**src/rtl/ppsm_pkg.sv**
```systemverilog
// Shared types and constants of the pulse period speed meter.
// Used by the controller, the datapath, the divider and the top level.
package ppsm_pkg;

	localparam int unsigned QUO_W = 20;
	localparam logic [QUO_W-1:0] SPEED_NUM = 20'd1000000;
	localparam logic [QUO_W-1:0] STABLE_LIMIT = 20'd999;
	localparam logic [QUO_W-1:0] FILTER_LIMIT = 20'd1200;
	localparam logic [31:0] STARTUP_MS = 32'd2000;
	localparam logic [31:0] STALE_MS = 32'd1000;
	localparam logic [3:0] STABLE_SKIP = 4'd10;
	localparam int unsigned AVG_SHIFT = 3;
	localparam int unsigned SPEED_W = 11;

	typedef enum logic [0:0] {
		CFG_SPEED_MODE = 1'b0,
		CFG_DEBOUNCE   = 1'b1
	} cfg_idx_t;

	// Commands from the controller to the datapath.
	typedef struct packed {
		logic load;
		logic edge_upd;
		logic accum;
		logic div_init;
		logic div_src_avg;
		logic div_step;
		logic insert;
		logic med_step;
		logic commit;
		logic out_load;
	} cmd_t;

	// Status from the datapath to the controller.
	typedef struct packed {
		logic is_rise;
		logic stable_mode;
		logic skip_stable;
		logic held_zero;
		logic avg_tick;
		logic avg_zero;
		logic div_last;
		logic med_last;
		logic out_free;
	} status_t;

endpackage

```
**src/rtl/ppsm_div.sv**
```systemverilog
// Restoring divider: the speed numerator divided by a 32-bit divisor,
// one quotient bit per cycle while step is high. Depends on ppsm_pkg.
module ppsm_div (
	input  logic                          clk,
	input  logic                          arst_n,
	input  logic                          init,
	input  logic                          step,
	input  logic [31:0]                   divisor,
	output logic [ppsm_pkg::QUO_W-1:0]    quotient,
	output logic                          last
);

	localparam int unsigned QW = ppsm_pkg::QUO_W;
	localparam int unsigned CW = $clog2(QW);

	logic [CW-1:0] cnt_q;
	logic [31:0]   dvs_q;
	logic [QW-1:0] rem_q;
	logic [QW-1:0] quo_q;
	logic [QW:0]   trial;
	logic          ge;

	// The numerator is shifted out of the quotient register as quotient bits enter.
	assign trial = {rem_q, quo_q[QW-1]};
	assign ge    = {{(31-QW){1'b0}}, trial} >= dvs_q;

	always_ff @(posedge clk or negedge arst_n) begin
		if (!arst_n) begin
			cnt_q <= '0;
		end else if (init) begin
			cnt_q <= '0;
		end else if (step) begin
			cnt_q <= cnt_q + 1'b1;
		end
	end

	always_ff @(posedge clk) begin
		if (init) begin
			dvs_q <= divisor;
			rem_q <= '0;
			quo_q <= ppsm_pkg::SPEED_NUM;
		end else if (step) begin
			rem_q <= ge ? QW'(trial - dvs_q[QW:0]) : trial[QW-1:0];
			quo_q <= {quo_q[QW-2:0], ge};
		end
	end

	assign quotient = quo_q;
	assign last     = (cnt_q == CW'(QW - 1));

endmodule

```
**src/rtl/ppsm_dp.sv**
```systemverilog
// Datapath of the pulse period speed meter: edge timing state, averaging,
// divider, median window, configuration and output registers. Depends on ppsm_pkg, ppsm_div.
module ppsm_dp #(
	parameter int unsigned WINDOW_SIZE = 5
) (
	input  logic              clk,
	input  logic              arst_n,
	input  ppsm_pkg::cmd_t    cmd,
	output ppsm_pkg::status_t status,
	input  logic [63:0]       in_tdata,
	input  logic              in_level,
	output logic              out_tvalid,
	input  logic              out_tready,
	output logic [15:0]       out_tdata,
	output logic              out_fresh,
	input  logic              cfg_valid,
	output logic              cfg_ready,
	input  logic [0:0]        cfg_index,
	input  logic [15:0]       cfg_data
);

	localparam int unsigned QW = ppsm_pkg::QUO_W;
	localparam int unsigned IW = (WINDOW_SIZE > 1) ? $clog2(WINDOW_SIZE) : 1;
	localparam int unsigned NW = $clog2(WINDOW_SIZE + 1);
	localparam int unsigned SW = ppsm_pkg::SPEED_W;

	logic        mode_q;
	logic [15:0] deb_q;

	logic        lvl_q;
	logic [31:0] t_q;
	logic [31:0] now_q;

	logic [31:0] rise_q;
	logic [31:0] fall_q;
	logic [31:0] held_q;
	logic [7:0]  ec_q;
	logic [3:0]  c10_q;
	logic [31:0] sum_q;
	logic [31-ppsm_pkg::AVG_SHIFT:0] avg_q;
	logic [QW-1:0] win_q [WINDOW_SIZE];
	logic [IW-1:0] pos_q;
	logic [IW-1:0] cand_q;
	logic [QW-1:0] med_q;
	logic [SW-1:0] shown_q;
	logic [31:0] last_upd_q;
	logic        fresh_q;

	logic [31:0]   sum_next;
	logic [31:0]   divisor;
	logic [QW-1:0] quotient;
	logic          div_last;
	logic [QW-1:0] cur;
	logic [NW-1:0] rank;
	logic [QW-1:0] spd;
	logic [QW-1:0] lim;
	logic          live;

	assign cfg_ready = 1'b1;

	always_ff @(posedge clk or negedge arst_n) begin
		if (!arst_n) begin
			mode_q <= 1'b1;
			deb_q  <= 16'd200;
		end else if (cfg_valid) begin
			case (cfg_index)
				ppsm_pkg::CFG_SPEED_MODE: mode_q <= cfg_data[0];
				ppsm_pkg::CFG_DEBOUNCE:   deb_q  <= cfg_data;
				default: ;
			endcase
		end
	end

	always_ff @(posedge clk) begin
		if (cmd.load) begin
			lvl_q <= in_level;
			t_q   <= in_tdata[31:0];
			now_q <= in_tdata[63:32];
		end
	end

	assign sum_next = sum_q + held_q;
	assign divisor  = cmd.div_src_avg ? {{ppsm_pkg::AVG_SHIFT{1'b0}}, avg_q} : held_q;

	ppsm_div u_div (
		.clk      (clk),
		.arst_n   (arst_n),
		.init     (cmd.div_init),
		.step     (cmd.div_step),
		.divisor  (divisor),
		.quotient (quotient),
		.last     (div_last)
	);

	// Rank of the current candidate; ties are broken by position so each rank is unique.
	assign cur = win_q[cand_q];
	always_comb begin
		rank = '0;
		for (int j = 0; j < WINDOW_SIZE; j++) begin
			if (win_q[j] < cur || (win_q[j] == cur && IW'(j) < cand_q)) begin
				rank = rank + 1'b1;
			end
		end
	end

	assign spd  = mode_q ? quotient : med_q;
	assign lim  = mode_q ? ppsm_pkg::STABLE_LIMIT : ppsm_pkg::FILTER_LIMIT;
	assign live = (now_q > ppsm_pkg::STARTUP_MS) && ((now_q - last_upd_q) < ppsm_pkg::STALE_MS);

	always_ff @(posedge clk or negedge arst_n) begin
		if (!arst_n) begin
			rise_q     <= '0;
			fall_q     <= '0;
			held_q     <= '0;
			ec_q       <= '0;
			c10_q      <= '0;
			sum_q      <= '0;
			pos_q      <= '0;
			shown_q    <= '0;
			last_upd_q <= '0;
			fresh_q    <= 1'b0;
			out_tvalid <= 1'b0;
			for (int i = 0; i < WINDOW_SIZE; i++) begin
				win_q[i] <= '0;
			end
		end else begin
			if (cmd.load) begin
				fresh_q <= 1'b0;
			end
			if (cmd.edge_upd) begin
				if (lvl_q) begin
					if ((t_q - fall_q) > {16'b0, deb_q}) begin
						held_q <= t_q - rise_q;
					end
					rise_q <= t_q;
					ec_q   <= ec_q + 8'd1;
					// Tracks the edge count modulo ten, including the 8-bit wrap.
					if (ec_q == 8'hFF || c10_q == ppsm_pkg::STABLE_SKIP - 4'd1) begin
						c10_q <= '0;
					end else begin
						c10_q <= c10_q + 4'd1;
					end
				end else begin
					fall_q <= t_q;
				end
			end
			if (cmd.accum) begin
				sum_q <= (ec_q[ppsm_pkg::AVG_SHIFT-1:0] == '0) ? '0 : sum_next;
			end
			if (cmd.insert) begin
				win_q[pos_q] <= quotient;
				pos_q <= (pos_q == IW'(WINDOW_SIZE - 1)) ? '0 : pos_q + 1'b1;
			end
			if (cmd.commit && spd < lim) begin
				shown_q    <= spd[SW-1:0];
				last_upd_q <= now_q;
				fresh_q    <= 1'b1;
			end
			if (cmd.out_load) begin
				out_tvalid <= 1'b1;
			end else if (out_tready) begin
				out_tvalid <= 1'b0;
			end
		end
	end

	always_ff @(posedge clk) begin
		if (cmd.accum && ec_q[ppsm_pkg::AVG_SHIFT-1:0] == '0) begin
			avg_q <= sum_next[31:ppsm_pkg::AVG_SHIFT];
		end
		if (cmd.insert) begin
			cand_q <= '0;
		end else if (cmd.med_step) begin
			if (rank == NW'(WINDOW_SIZE / 2)) begin
				med_q <= cur;
			end
			cand_q <= cand_q + 1'b1;
		end
		if (cmd.out_load) begin
			out_tdata <= {{(16-SW){1'b0}}, (live ? shown_q : {SW{1'b0}})};
			out_fresh <= fresh_q;
		end
	end

	assign status.is_rise     = lvl_q;
	assign status.stable_mode = mode_q;
	assign status.skip_stable = (c10_q == 4'd0);
	assign status.held_zero   = (held_q == '0);
	assign status.avg_tick    = (ec_q[ppsm_pkg::AVG_SHIFT-1:0] == '0);
	assign status.avg_zero    = (avg_q == '0);
	assign status.div_last    = div_last;
	assign status.med_last    = (cand_q == IW'(WINDOW_SIZE - 1));
	assign status.out_free    = !out_tvalid || out_tready;

`ifndef SYNTHESIS
	a_load_valid: assert property (@(posedge clk) disable iff (!arst_n)
		cmd.out_load |=> out_tvalid)
		else $error("output not valid after load");
	a_commit: assert property (@(posedge clk) disable iff (!arst_n)
		cmd.commit && spd < lim |=> fresh_q && last_upd_q == $past(now_q))
		else $error("accepted speed not recorded");
	a_pos_range: assert property (@(posedge clk) disable iff (!arst_n)
		pos_q <= IW'(WINDOW_SIZE - 1))
		else $error("window position out of range");
	a_fresh_rise: assert property (@(posedge clk) disable iff (!arst_n)
		cmd.out_load && fresh_q |-> lvl_q)
		else $error("fresh result from a falling edge");
	a_startup_zero: assert property (@(posedge clk) disable iff (!arst_n)
		cmd.out_load && !(now_q > ppsm_pkg::STARTUP_MS) |=> out_tdata == 16'd0)
		else $error("nonzero speed during start-up");
`endif

endmodule

```
**src/rtl/ppsm_ctrl.sv**
```systemverilog
// Controller state machine of the pulse period speed meter.
// Sequences the datapath through commands. Depends on ppsm_pkg.
module ppsm_ctrl (
	input  logic              clk,
	input  logic              arst_n,
	input  logic              in_valid,
	output logic              in_ready,
	input  ppsm_pkg::status_t status,
	output ppsm_pkg::cmd_t    cmd
);

	typedef enum logic [8:0] {
		S_IDLE   = 9'b000000001,
		S_EDGE   = 9'b000000010,
		S_DECIDE = 9'b000000100,
		S_AVG    = 9'b000001000,
		S_DIV    = 9'b000010000,
		S_INSERT = 9'b000100000,
		S_MEDIAN = 9'b001000000,
		S_COMMIT = 9'b010000000,
		S_FINISH = 9'b100000000
	} state_t;

	state_t state_q;
	state_t state_next;

	assign in_ready = (state_q == S_IDLE);

	always_comb begin
		state_next = state_q;
		cmd        = '0;
		case (state_q)
			S_IDLE: begin
				if (in_valid) begin
					cmd.load   = 1'b1;
					state_next = S_EDGE;
				end
			end
			S_EDGE: begin
				cmd.edge_upd = 1'b1;
				state_next   = S_DECIDE;
			end
			S_DECIDE: begin
				if (!status.is_rise) begin
					state_next = S_FINISH;
				end else if (status.stable_mode) begin
					if (!status.skip_stable && !status.held_zero) begin
						cmd.div_init = 1'b1;
						state_next   = S_DIV;
					end else begin
						state_next = S_FINISH;
					end
				end else begin
					cmd.accum  = 1'b1;
					state_next = status.avg_tick ? S_AVG : S_FINISH;
				end
			end
			S_AVG: begin
				if (!status.avg_zero) begin
					cmd.div_init    = 1'b1;
					cmd.div_src_avg = 1'b1;
					state_next      = S_DIV;
				end else begin
					state_next = S_FINISH;
				end
			end
			S_DIV: begin
				cmd.div_step = 1'b1;
				if (status.div_last) begin
					state_next = status.stable_mode ? S_COMMIT : S_INSERT;
				end
			end
			S_INSERT: begin
				cmd.insert = 1'b1;
				state_next = S_MEDIAN;
			end
			S_MEDIAN: begin
				cmd.med_step = 1'b1;
				if (status.med_last) begin
					state_next = S_COMMIT;
				end
			end
			S_COMMIT: begin
				cmd.commit = 1'b1;
				state_next = S_FINISH;
			end
			S_FINISH: begin
				if (status.out_free) begin
					cmd.out_load = 1'b1;
					state_next   = S_IDLE;
				end
			end
			default: begin
				state_next = S_IDLE;
			end
		endcase
	end

	always_ff @(posedge clk or negedge arst_n) begin
		if (!arst_n) begin
			state_q <= S_IDLE;
		end else begin
			state_q <= state_next;
		end
	end

endmodule

```
**src/rtl/pulse_period_speed_meter.sv**
```systemverilog
// Pulse period speed meter: measures a pulse frequency from timestamped edges.
// Usage:
//   The input stream carries one edge per transfer: tuser holds the line level
//   after the edge, tdata the microsecond and millisecond timestamps. Every input
//   transfer yields exactly one output transfer with the speed in Hz and a flag
//   telling whether this edge accepted a new speed.
//   The block works on one edge at a time; the result turns valid in the same
//   cycle as the next edge can be taken. An edge takes longest when a speed is
//   computed; the cost is set by the bit-serial divider (one quotient bit per
//   cycle) and the median search, which ranks one window entry per cycle.
//   The result sits in an output register; input is taken again as soon as the
//   result is stored there, and a stalled receiver only holds the block once a
//   second result is ready for that register.
//   Configuration writes (index 0: speed_mode, index 1: debounce_us) are taken
//   every cycle and are meant to happen while no edge is in progress.
//   Reset clears the edge times, edge counts, sum and median window, sets stable mode and a
//   200 us debounce, and empties the output register.
// Depends on ppsm_pkg, ppsm_ctrl, ppsm_dp.
module pulse_period_speed_meter #(
	parameter int unsigned WINDOW_SIZE = 5
) (
	input  logic        clk,
	input  logic        arst_n,
	input  logic        s_axis_tvalid,
	output logic        s_axis_tready,
	input  logic [63:0] s_axis_tdata,   // time_us [31:0], time_ms [63:32]
	input  logic [0:0]  s_axis_tuser,   // edge_level [0]
	output logic        m_axis_tvalid,
	input  logic        m_axis_tready,
	output logic [15:0] m_axis_tdata,   // speed_hz [10:0], zero [15:11]
	output logic [0:0]  m_axis_tuser,   // fresh [0]
	input  logic        cfg_valid,
	output logic        cfg_ready,
	input  logic [0:0]  cfg_index,
	input  logic [15:0] cfg_data
);

	ppsm_pkg::cmd_t    cmd;
	ppsm_pkg::status_t status;

	ppsm_ctrl u_ctrl (
		.clk      (clk),
		.arst_n   (arst_n),
		.in_valid (s_axis_tvalid),
		.in_ready (s_axis_tready),
		.status   (status),
		.cmd      (cmd)
	);

	ppsm_dp #(
		.WINDOW_SIZE (WINDOW_SIZE)
	) u_dp (
		.clk        (clk),
		.arst_n     (arst_n),
		.cmd        (cmd),
		.status     (status),
		.in_tdata   (s_axis_tdata),
		.in_level   (s_axis_tuser[0]),
		.out_tvalid (m_axis_tvalid),
		.out_tready (m_axis_tready),
		.out_tdata  (m_axis_tdata),
		.out_fresh  (m_axis_tuser[0]),
		.cfg_valid  (cfg_valid),
		.cfg_ready  (cfg_ready),
		.cfg_index  (cfg_index),
		.cfg_data   (cfg_data)
	);

endmodule
```
**config.mk**
```make
export PLATFORM = sky130hd
export DESIGN_NAME = pulse_period_speed_meter
export DESIGN_NICKNAME = d
export VERILOG_FILES = /design/src/rtl/ppsm_pkg.sv /design/src/rtl/ppsm_div.sv /design/src/rtl/ppsm_dp.sv /design/src/rtl/ppsm_ctrl.sv /design/src/rtl/pulse_period_speed_meter.sv
export SDC_FILE = /design/constraint.sdc
export NUM_CORES = 1
export LEC_CHECK = 0
export BUFFER_PORTS_ARGS = -buffer_cell sky130_fd_sc_hd__clkbuf_2
export CORE_MARGIN = 5
export CORE_UTILIZATION = 45
export DETAILED_ROUTE_END_ITERATION = 6
export HOLD_SLACK_MARGIN = 0.08
export PLACE_DENSITY = 0.6
export SYNTH_ARGS = -nofsm -noshare
export SYNTH_HDL_FRONTEND = slang
export SYNTH_SLANG_ARGS = --single-unit
```
**constraint.sdc**
```tcl
create_clock -name clk -period 14.1 [get_ports clk]
set_input_delay 2.115 -clock clk [delete_from_list [all_inputs] [get_ports clk]]
set_output_delay 2.115 -clock clk [all_outputs]
set_load 0.01 [all_outputs]
```
# Yosys cells after proc, flatten, opt, wreduce, memory -nomap -nowiden

Index checks and enable logic that the tools add are counted.

Register bits after elaboration: 520
Input bits: 87
Output and inout bits: 20

Bitwise logic cells: 5
Magnitude comparators: 18
Equal/unequal tests: 24
$add $sub $neg: 14
Reductions and logical operators: 34
Muxes and demuxes: 52

Operators by type and width:

| kind                 | count |
|---|---|
| $lt 20x20->1         | 6 |
| $bwmux 100           | 1 |
| $eq 20x20->1         | 5 |
| $mux 20              | 5 |
| $sub 32x32->32       | 3 |
| $mux 9               | 9 |
| $pmux 9 s9           | 1 |
| $bmux 20 s3          | 1 |
| $demux 20 s3         | 1 |
| $add 32x32->32       | 1 |
| $ge 21x32->1         | 1 |
| $gt 32x11->1 const B | 1 |
| $gt 32x16->1         | 1 |
| $logic_not 32->1     | 1 |
| $lt 32x10->1 const B | 1 |
| $mux 32              | 1 |
| $logic_not 29->1     | 1 |
| $mux 29              | 1 |
| $sub 20x20->20       | 1 |
| $mux 1               | 19 |
| $add 3x1->3 const B  | 5 |
| $mux 3               | 5 |
| $mux 11              | 1 |
| $logic_and 1x1->1    | 10 |
| other kinds (40)     | 65 |

# Logic depth before layout (Yosys ltp)

Depth in word-level cells: 18
Gate-level depth with buffers: 25
Gate-level depth less buffers: 23

# By module

Synthesis repeated with hierarchy kept, for this count alone.

Cell total of the unflattened synthesis: 3,101
Area total of the unflattened synthesis: 31,470.2 um^2

By module, submodules not included:

| module    | area an instance (um^2) | seq. area each (um^2) | cells an instance | times used |
|---|---|---|---|---|
| ppsm_dp   | 26,933.3                | 11,481.0              | 2,634             | 1 |
| ppsm_div  | 3,898.7                 | 1,886.8               | 394               | 1 |
| ppsm_ctrl | 638.1                   | 226.5                 | 73                | 1 |

# Worst setup path after synthesis

OpenSTA, ideal clock, no wires.

Path type: register to register
Start point: register u_dp.cand_q[0]
End point: register u_dp.med_q[0] (enable)
Arrival: 6,299 ps
Period minus slack after synthesis: 6,728 ps
Setup slack: 7,372 ps
Cell stages (with the launch flop): 24
Setup time: 428 ps
Cell sequence: dfxtp_1 clkbuf_1 clkbuf_1 mux2i_1 nor2_1 a21oi_1 o22a_1 ha_1 a21o_1 a21oi_1 nor2b_1 o31a_1 o21ai_0 nand2b_1 a21oi_1 nor2_1 o31ai_1 ha_1 xor2_1 ha_1 mux2_2 ha_1 nand3_1 a211oi_1

Word-level cells in the longest chain between the ends: 18

RTL lines:

| what                                                                  | line           | RTL |
|---|---|---|
| from (decl)                                                           | ppsm_dp.sv:43  | `logic [IW-1:0] cand_q;` |
| from (signal assigned)                                                | ppsm_dp.sv:177 | `cand_q <= cand_q + 1'b1;` |
| parallel branches: the longest is 15 deep, another holds $lt 20x20->1 | n/a            |  |
| $mux 3 (*)                                                            | ppsm_dp.sv:100 | `if (win_q[j] < cur \|\| (win_q[j] == cur && IW'(j) < cand_q)) begin` |
| $eq 3x2->1 (*)                                                        | ppsm_dp.sv:174 | `if (rank == NW'(WINDOW_SIZE / 2)) begin` |
| $reduce_and 3->1 (no source line) (*)                                 | n/a            |  |
| to (signal assigned)                                                  | ppsm_dp.sv:175 | `med_q <= cur;` |
| to (decl)                                                             | ppsm_dp.sv:44  | `logic [QW-1:0] med_q;` |

Mark *: on every way between the ends. The select of a mux whose other input is x is not followed.
A chain may end at the register's enable or synchronous reset.

# Worst setup path after layout

Start point: register u_dp.cand_q[0]
End point: register u_dp.med_q[2] (enable)

Same word-level chain as after synthesis.

==> impl_metrics.yaml <==
finish:
  post_route_cells_drive_above_1_share_pct: 14.0
  antennaDiodeCount: 0
  layout-area-overhead-vs-synth_pct: 10.7
  layoutNonFillerInstCount: 4208
  design.final.nets: 3586
die:
  dieArea_sq_mm: 0.0759
  height_of_the_die_um: 276
  core-area_sq_mm: 0.0700
  ios: 107
  floorplan.initialDensity_pct: 45.3
  site_row_count: 97
  floorplan.die.width_um: 276
setup_path:
  reg2regPathDepth: 22
  crit_path_end_kind: "register"
  timing.critical_path.max_delay_family: "compound AO/OA/AOI/OAI gates"
  critical_path.most_common_cell: "ha_1"
  reg2reg_from: "u_dp.cand_q[0]"
  arrival_ns: 6.61
  crit_path_start: "u_dp.cand_q[0]"
  critical_path_buf_inv_count: 2
  cp_num_cells: 22
  kind_of_start_point_of_the_critical_path: "register"
  worst-path-max-fanout: 39
  timing.critical_path.slowest_stage_cell: "a211oi_2"
  crit_path_max_incr_delay_ns: 0.66
  critPathKind: "reg -> reg"
  rrSetupSlack_ns: 7.82
  worstReg2RegEnd: "u_dp.med_q[2]"
  cp_cell_sequence: "buf_4 -> mux2i_1 -> nor2_1 -> a21oi_1 -> o22a_1 -> ha_1 -> and4_1 -> a21oi_1 -> a21boi_0 -> o21ai_0 -> nand2b_1 -> a21oi_1 -> nor2_1 -> o31ai_1 -> ha_1 -> xor2_1 -> ha_1 -> mux2_2 -> ha_1 -> nand3_1 -> a211oi_2 -> buf_4"
  worst_ep_required_time_ns: 14.42
detailed_routing:
  route.detailed.vias_per_inst: 5.73
  route.detailed.drc: 0
  antenna_left: 0
  drt_pass1_iterations: 5
  route.vias.total: 24100
  first_iteration_detailed_routing_drc_count: 1623
  wl_per_cell_um: 19.4
  drt-total-wl_mm: 81.6
synth:
  count_of_flip_flops_with_a_built_in_enable_after_synthesis: 158
  synth_ff_type: "dfrtp_1"
  synth_cell_type_count: 94
  post_syn_area_per_cell_sq_um: 10.0
  yosysWarningCount: 0
  synthDominantAreaCellType: "dfrtp_1"
  mapped_cells: 3164
  yosys_register_bits: 520
  synth_sequential_area_ratio_pct: 42.8
  syn_area_sq_mm: 0.0317
  synth.top_cells.by_area: "dfrtp_1 25%, edfxtp_1 15%, ha_1 11%, mux2_2 6.5%, nand2_1 3.1%"
  asyncSetResetFlopFracSynth_pct: 61.3
  netlist.area_leader.share_pct: 24.8
grt:
  global_route_wire_length_before_repair_mm: 131
  grt_antenna_before_repair: 2
  vias_in_the_first_global_route: 23800
  grt_start_max_net_pins: 167
  grt.overflow.total: 0
  grt_usage_pct: 21.1
sta:
  report.final.setup_viol: 0
  unrepaired_setup_endpoints_after_global_routing: "false"
  setup_total_negative_slack_ns: 0
  worst_slew_margin_rel_pct: 24.4
  worstMarginPinSlew_ns: 1.13
  fin_worst_setup_slack_ns: 7.82
  fmax_ghz: 0.159
  timing.final.max_slew_violations: 0
  hold_violations: 0
  min_period_ns: 6.28
  finClkSkew_ns: 0.0246
  hold-worst-slack_ns: 0.463
  timing.final.crit_share_pct: 44.6
status:
  run_status: "complete, no violations"
power_and_ir_drop:
  power_density_mw_per_mm2: 177
  vdd.ir_drop.worst_mv: 0.126
  p_leak_nw: 16.0
min_path:
  min_to: "u_dp.out_fresh"
  worstHoldPathType: "reg -> reg"
  hold_start: "u_dp.fresh_q"
  holdPathStages: 0
clock_network:
  clock_path_buffers: 3
  cts.sinks: 520
  cts_repair_resize_count: 0
  clock_insertion_delay_worst_skew_ns: 0.64
  clk_root_buffer_cell: "clkbuf_16"
  post_cts.repair.setup_buffers: 0
  worst_setup_hold_path_clk_slew_ns: 0.06
  cts_hold_buf: 0
  total_number_of_h_tree_levels: 2
  tritoncts_clock_tree: "done"
  cts-buffers-inserted: 57
flow_run:
  max_cap_violations: 0
place:
  placement.setup.worst_slack_ns: 7.92
  hpwlAfterDp_mm: 59.2
  io_buffers: 100
  placed_cells_incl_taps: 4100
  globalplace.congestion: 0.940
where the power goes:
part           leakage [nW]  internal, mW  switching (mW)
combinational          8.87          1.02            1.51
sequential             6.11          1.86           0.242
clock                 0.981         0.936           0.651
area by class of cell:
| type | count | area [sq um] |
|---|---|---|
| clock inverters | 40 | 507 |
| flip-flops and latches | 520 | 13600 |
| repair buffers | 130 | 748 |
| fillers | 6364 | 34900 |
| multi-input cells | 2298 | 16800 |
| well taps | 940 | 1180 |
| inverters | 212 | 796 |
| clock buffers | 68 | 1510 |
kinds of logic (layout without fill, tap and decap cells):
family	Yosys count	count (layout)	synth area share (%)
simple gates	856	856	13.3
buf+inv	350	450	4.37
flops	520	520	42.8
fa+ha+maj	280	280	11.1
xor+xnor	115	115	3.20
compound gates	786	786	16.3
mux	255	255	8.76
other cells	2	6	0.0237
worst max path at each step:
stage | end | slack [ns]
5_1_grt | u_dp.med_q[2] | 7.49
3_3_place_gp | u_dp.med_q[1] | 8.10
6_report | u_dp.med_q[2] | 7.82
4_1_cts | u_dp.med_q[2] | 7.87
3_5_place_dp | u_dp.med_q[4] | 7.92
2_1_floorplan | u_dp.med_q[0] | 7.37
cells in the final DEF, fill, tap and decap left out, types with 14 or more instances in the layout:
cell type,count
nor2_1,169
nand2b_1,28
a21oi_1,170
o31ai_1,43
xor2_1,44
a31oi_1,20
o21a_1,41
xnor2_1,70
nor4_1,33
nor3_1,57
ha_1,276
mux2_2,182
clkbuf_16,57
a22o_1,30
and3_1,55
dfrtp_1,314
mux2i_1,73
buf_4,29
a21o_1,80
o21bai_1,16
inv_1,212
nor2b_1,32
clkbuf_2,99
nand3_1,64
a22oi_1,31
o211ai_1,14
o22a_1,20
edfxtp_1,158
nand2_1,262
o21ai_0,197
nand4_1,63
dfxtp_1,42
sequential cells by signal, indices dropped and copies added (netlist names), 16 cells and up:
register,cells
u_dp.avg_q,29
u_dp.deb_q,16
u_dp.fall_q,32
u_dp.held_q,32
u_dp.last_upd_q,32
u_dp.med_q,20
u_dp.now_q,32
u_dp.rise_q,32
u_dp.sum_q,32
u_dp.t_q,32
u_dp.u_div.dvs_q,32
u_dp.u_div.quotient,20
u_dp.u_div.rem_q,20
u_dp.win_q,100
synthesized netlist by cell type (all sizes together), types with 13 or more instances:
cell type / instances
a2111oi: 13
a211oi: 13
a21o: 80
a21oi: 171
a22o: 30
a22oi: 31
a31oi: 20
and2: 15
and3: 55
buf: 37
clkbuf: 101
dfrtp: 314
dfxtp: 43
edfxtp: 158
ha: 276
inv: 212
mux2: 182
mux2i: 73
nand2: 263
nand2b: 28
nand3: 66
nand4: 63
nor2: 171
nor2b: 33
nor3: 58
nor4: 33
o211ai: 14
o21a: 41
o21ai: 202
o21bai: 17
o22a: 20
o31ai: 43
or3: 13
xnor2: 70
xor2: 45
routing by layer:
layer / vias up / part of all wire (%) / GRT usage, %
met2: 454 / 50 / 36.8
li1: 11700 / - / -
met5: - / 0.016 / 0
met4: 2 / 2.9 / 6.33
met1: 11800 / 44 / 27.8
met3: 139 / 3.3 / 2.34
through the flow:
stage	util [%]	total power, mW	area (sq um)
after detailed placement	47.3	4.63	33100
final	50.2	6.21	35100
after CTS	50.2	6.26	35100
after global placement	47.3	4.56	33100
after global routing	50.2	6.66	35100
after floorplan	-	3.95	31700
(Power assumes the default switching activity.)
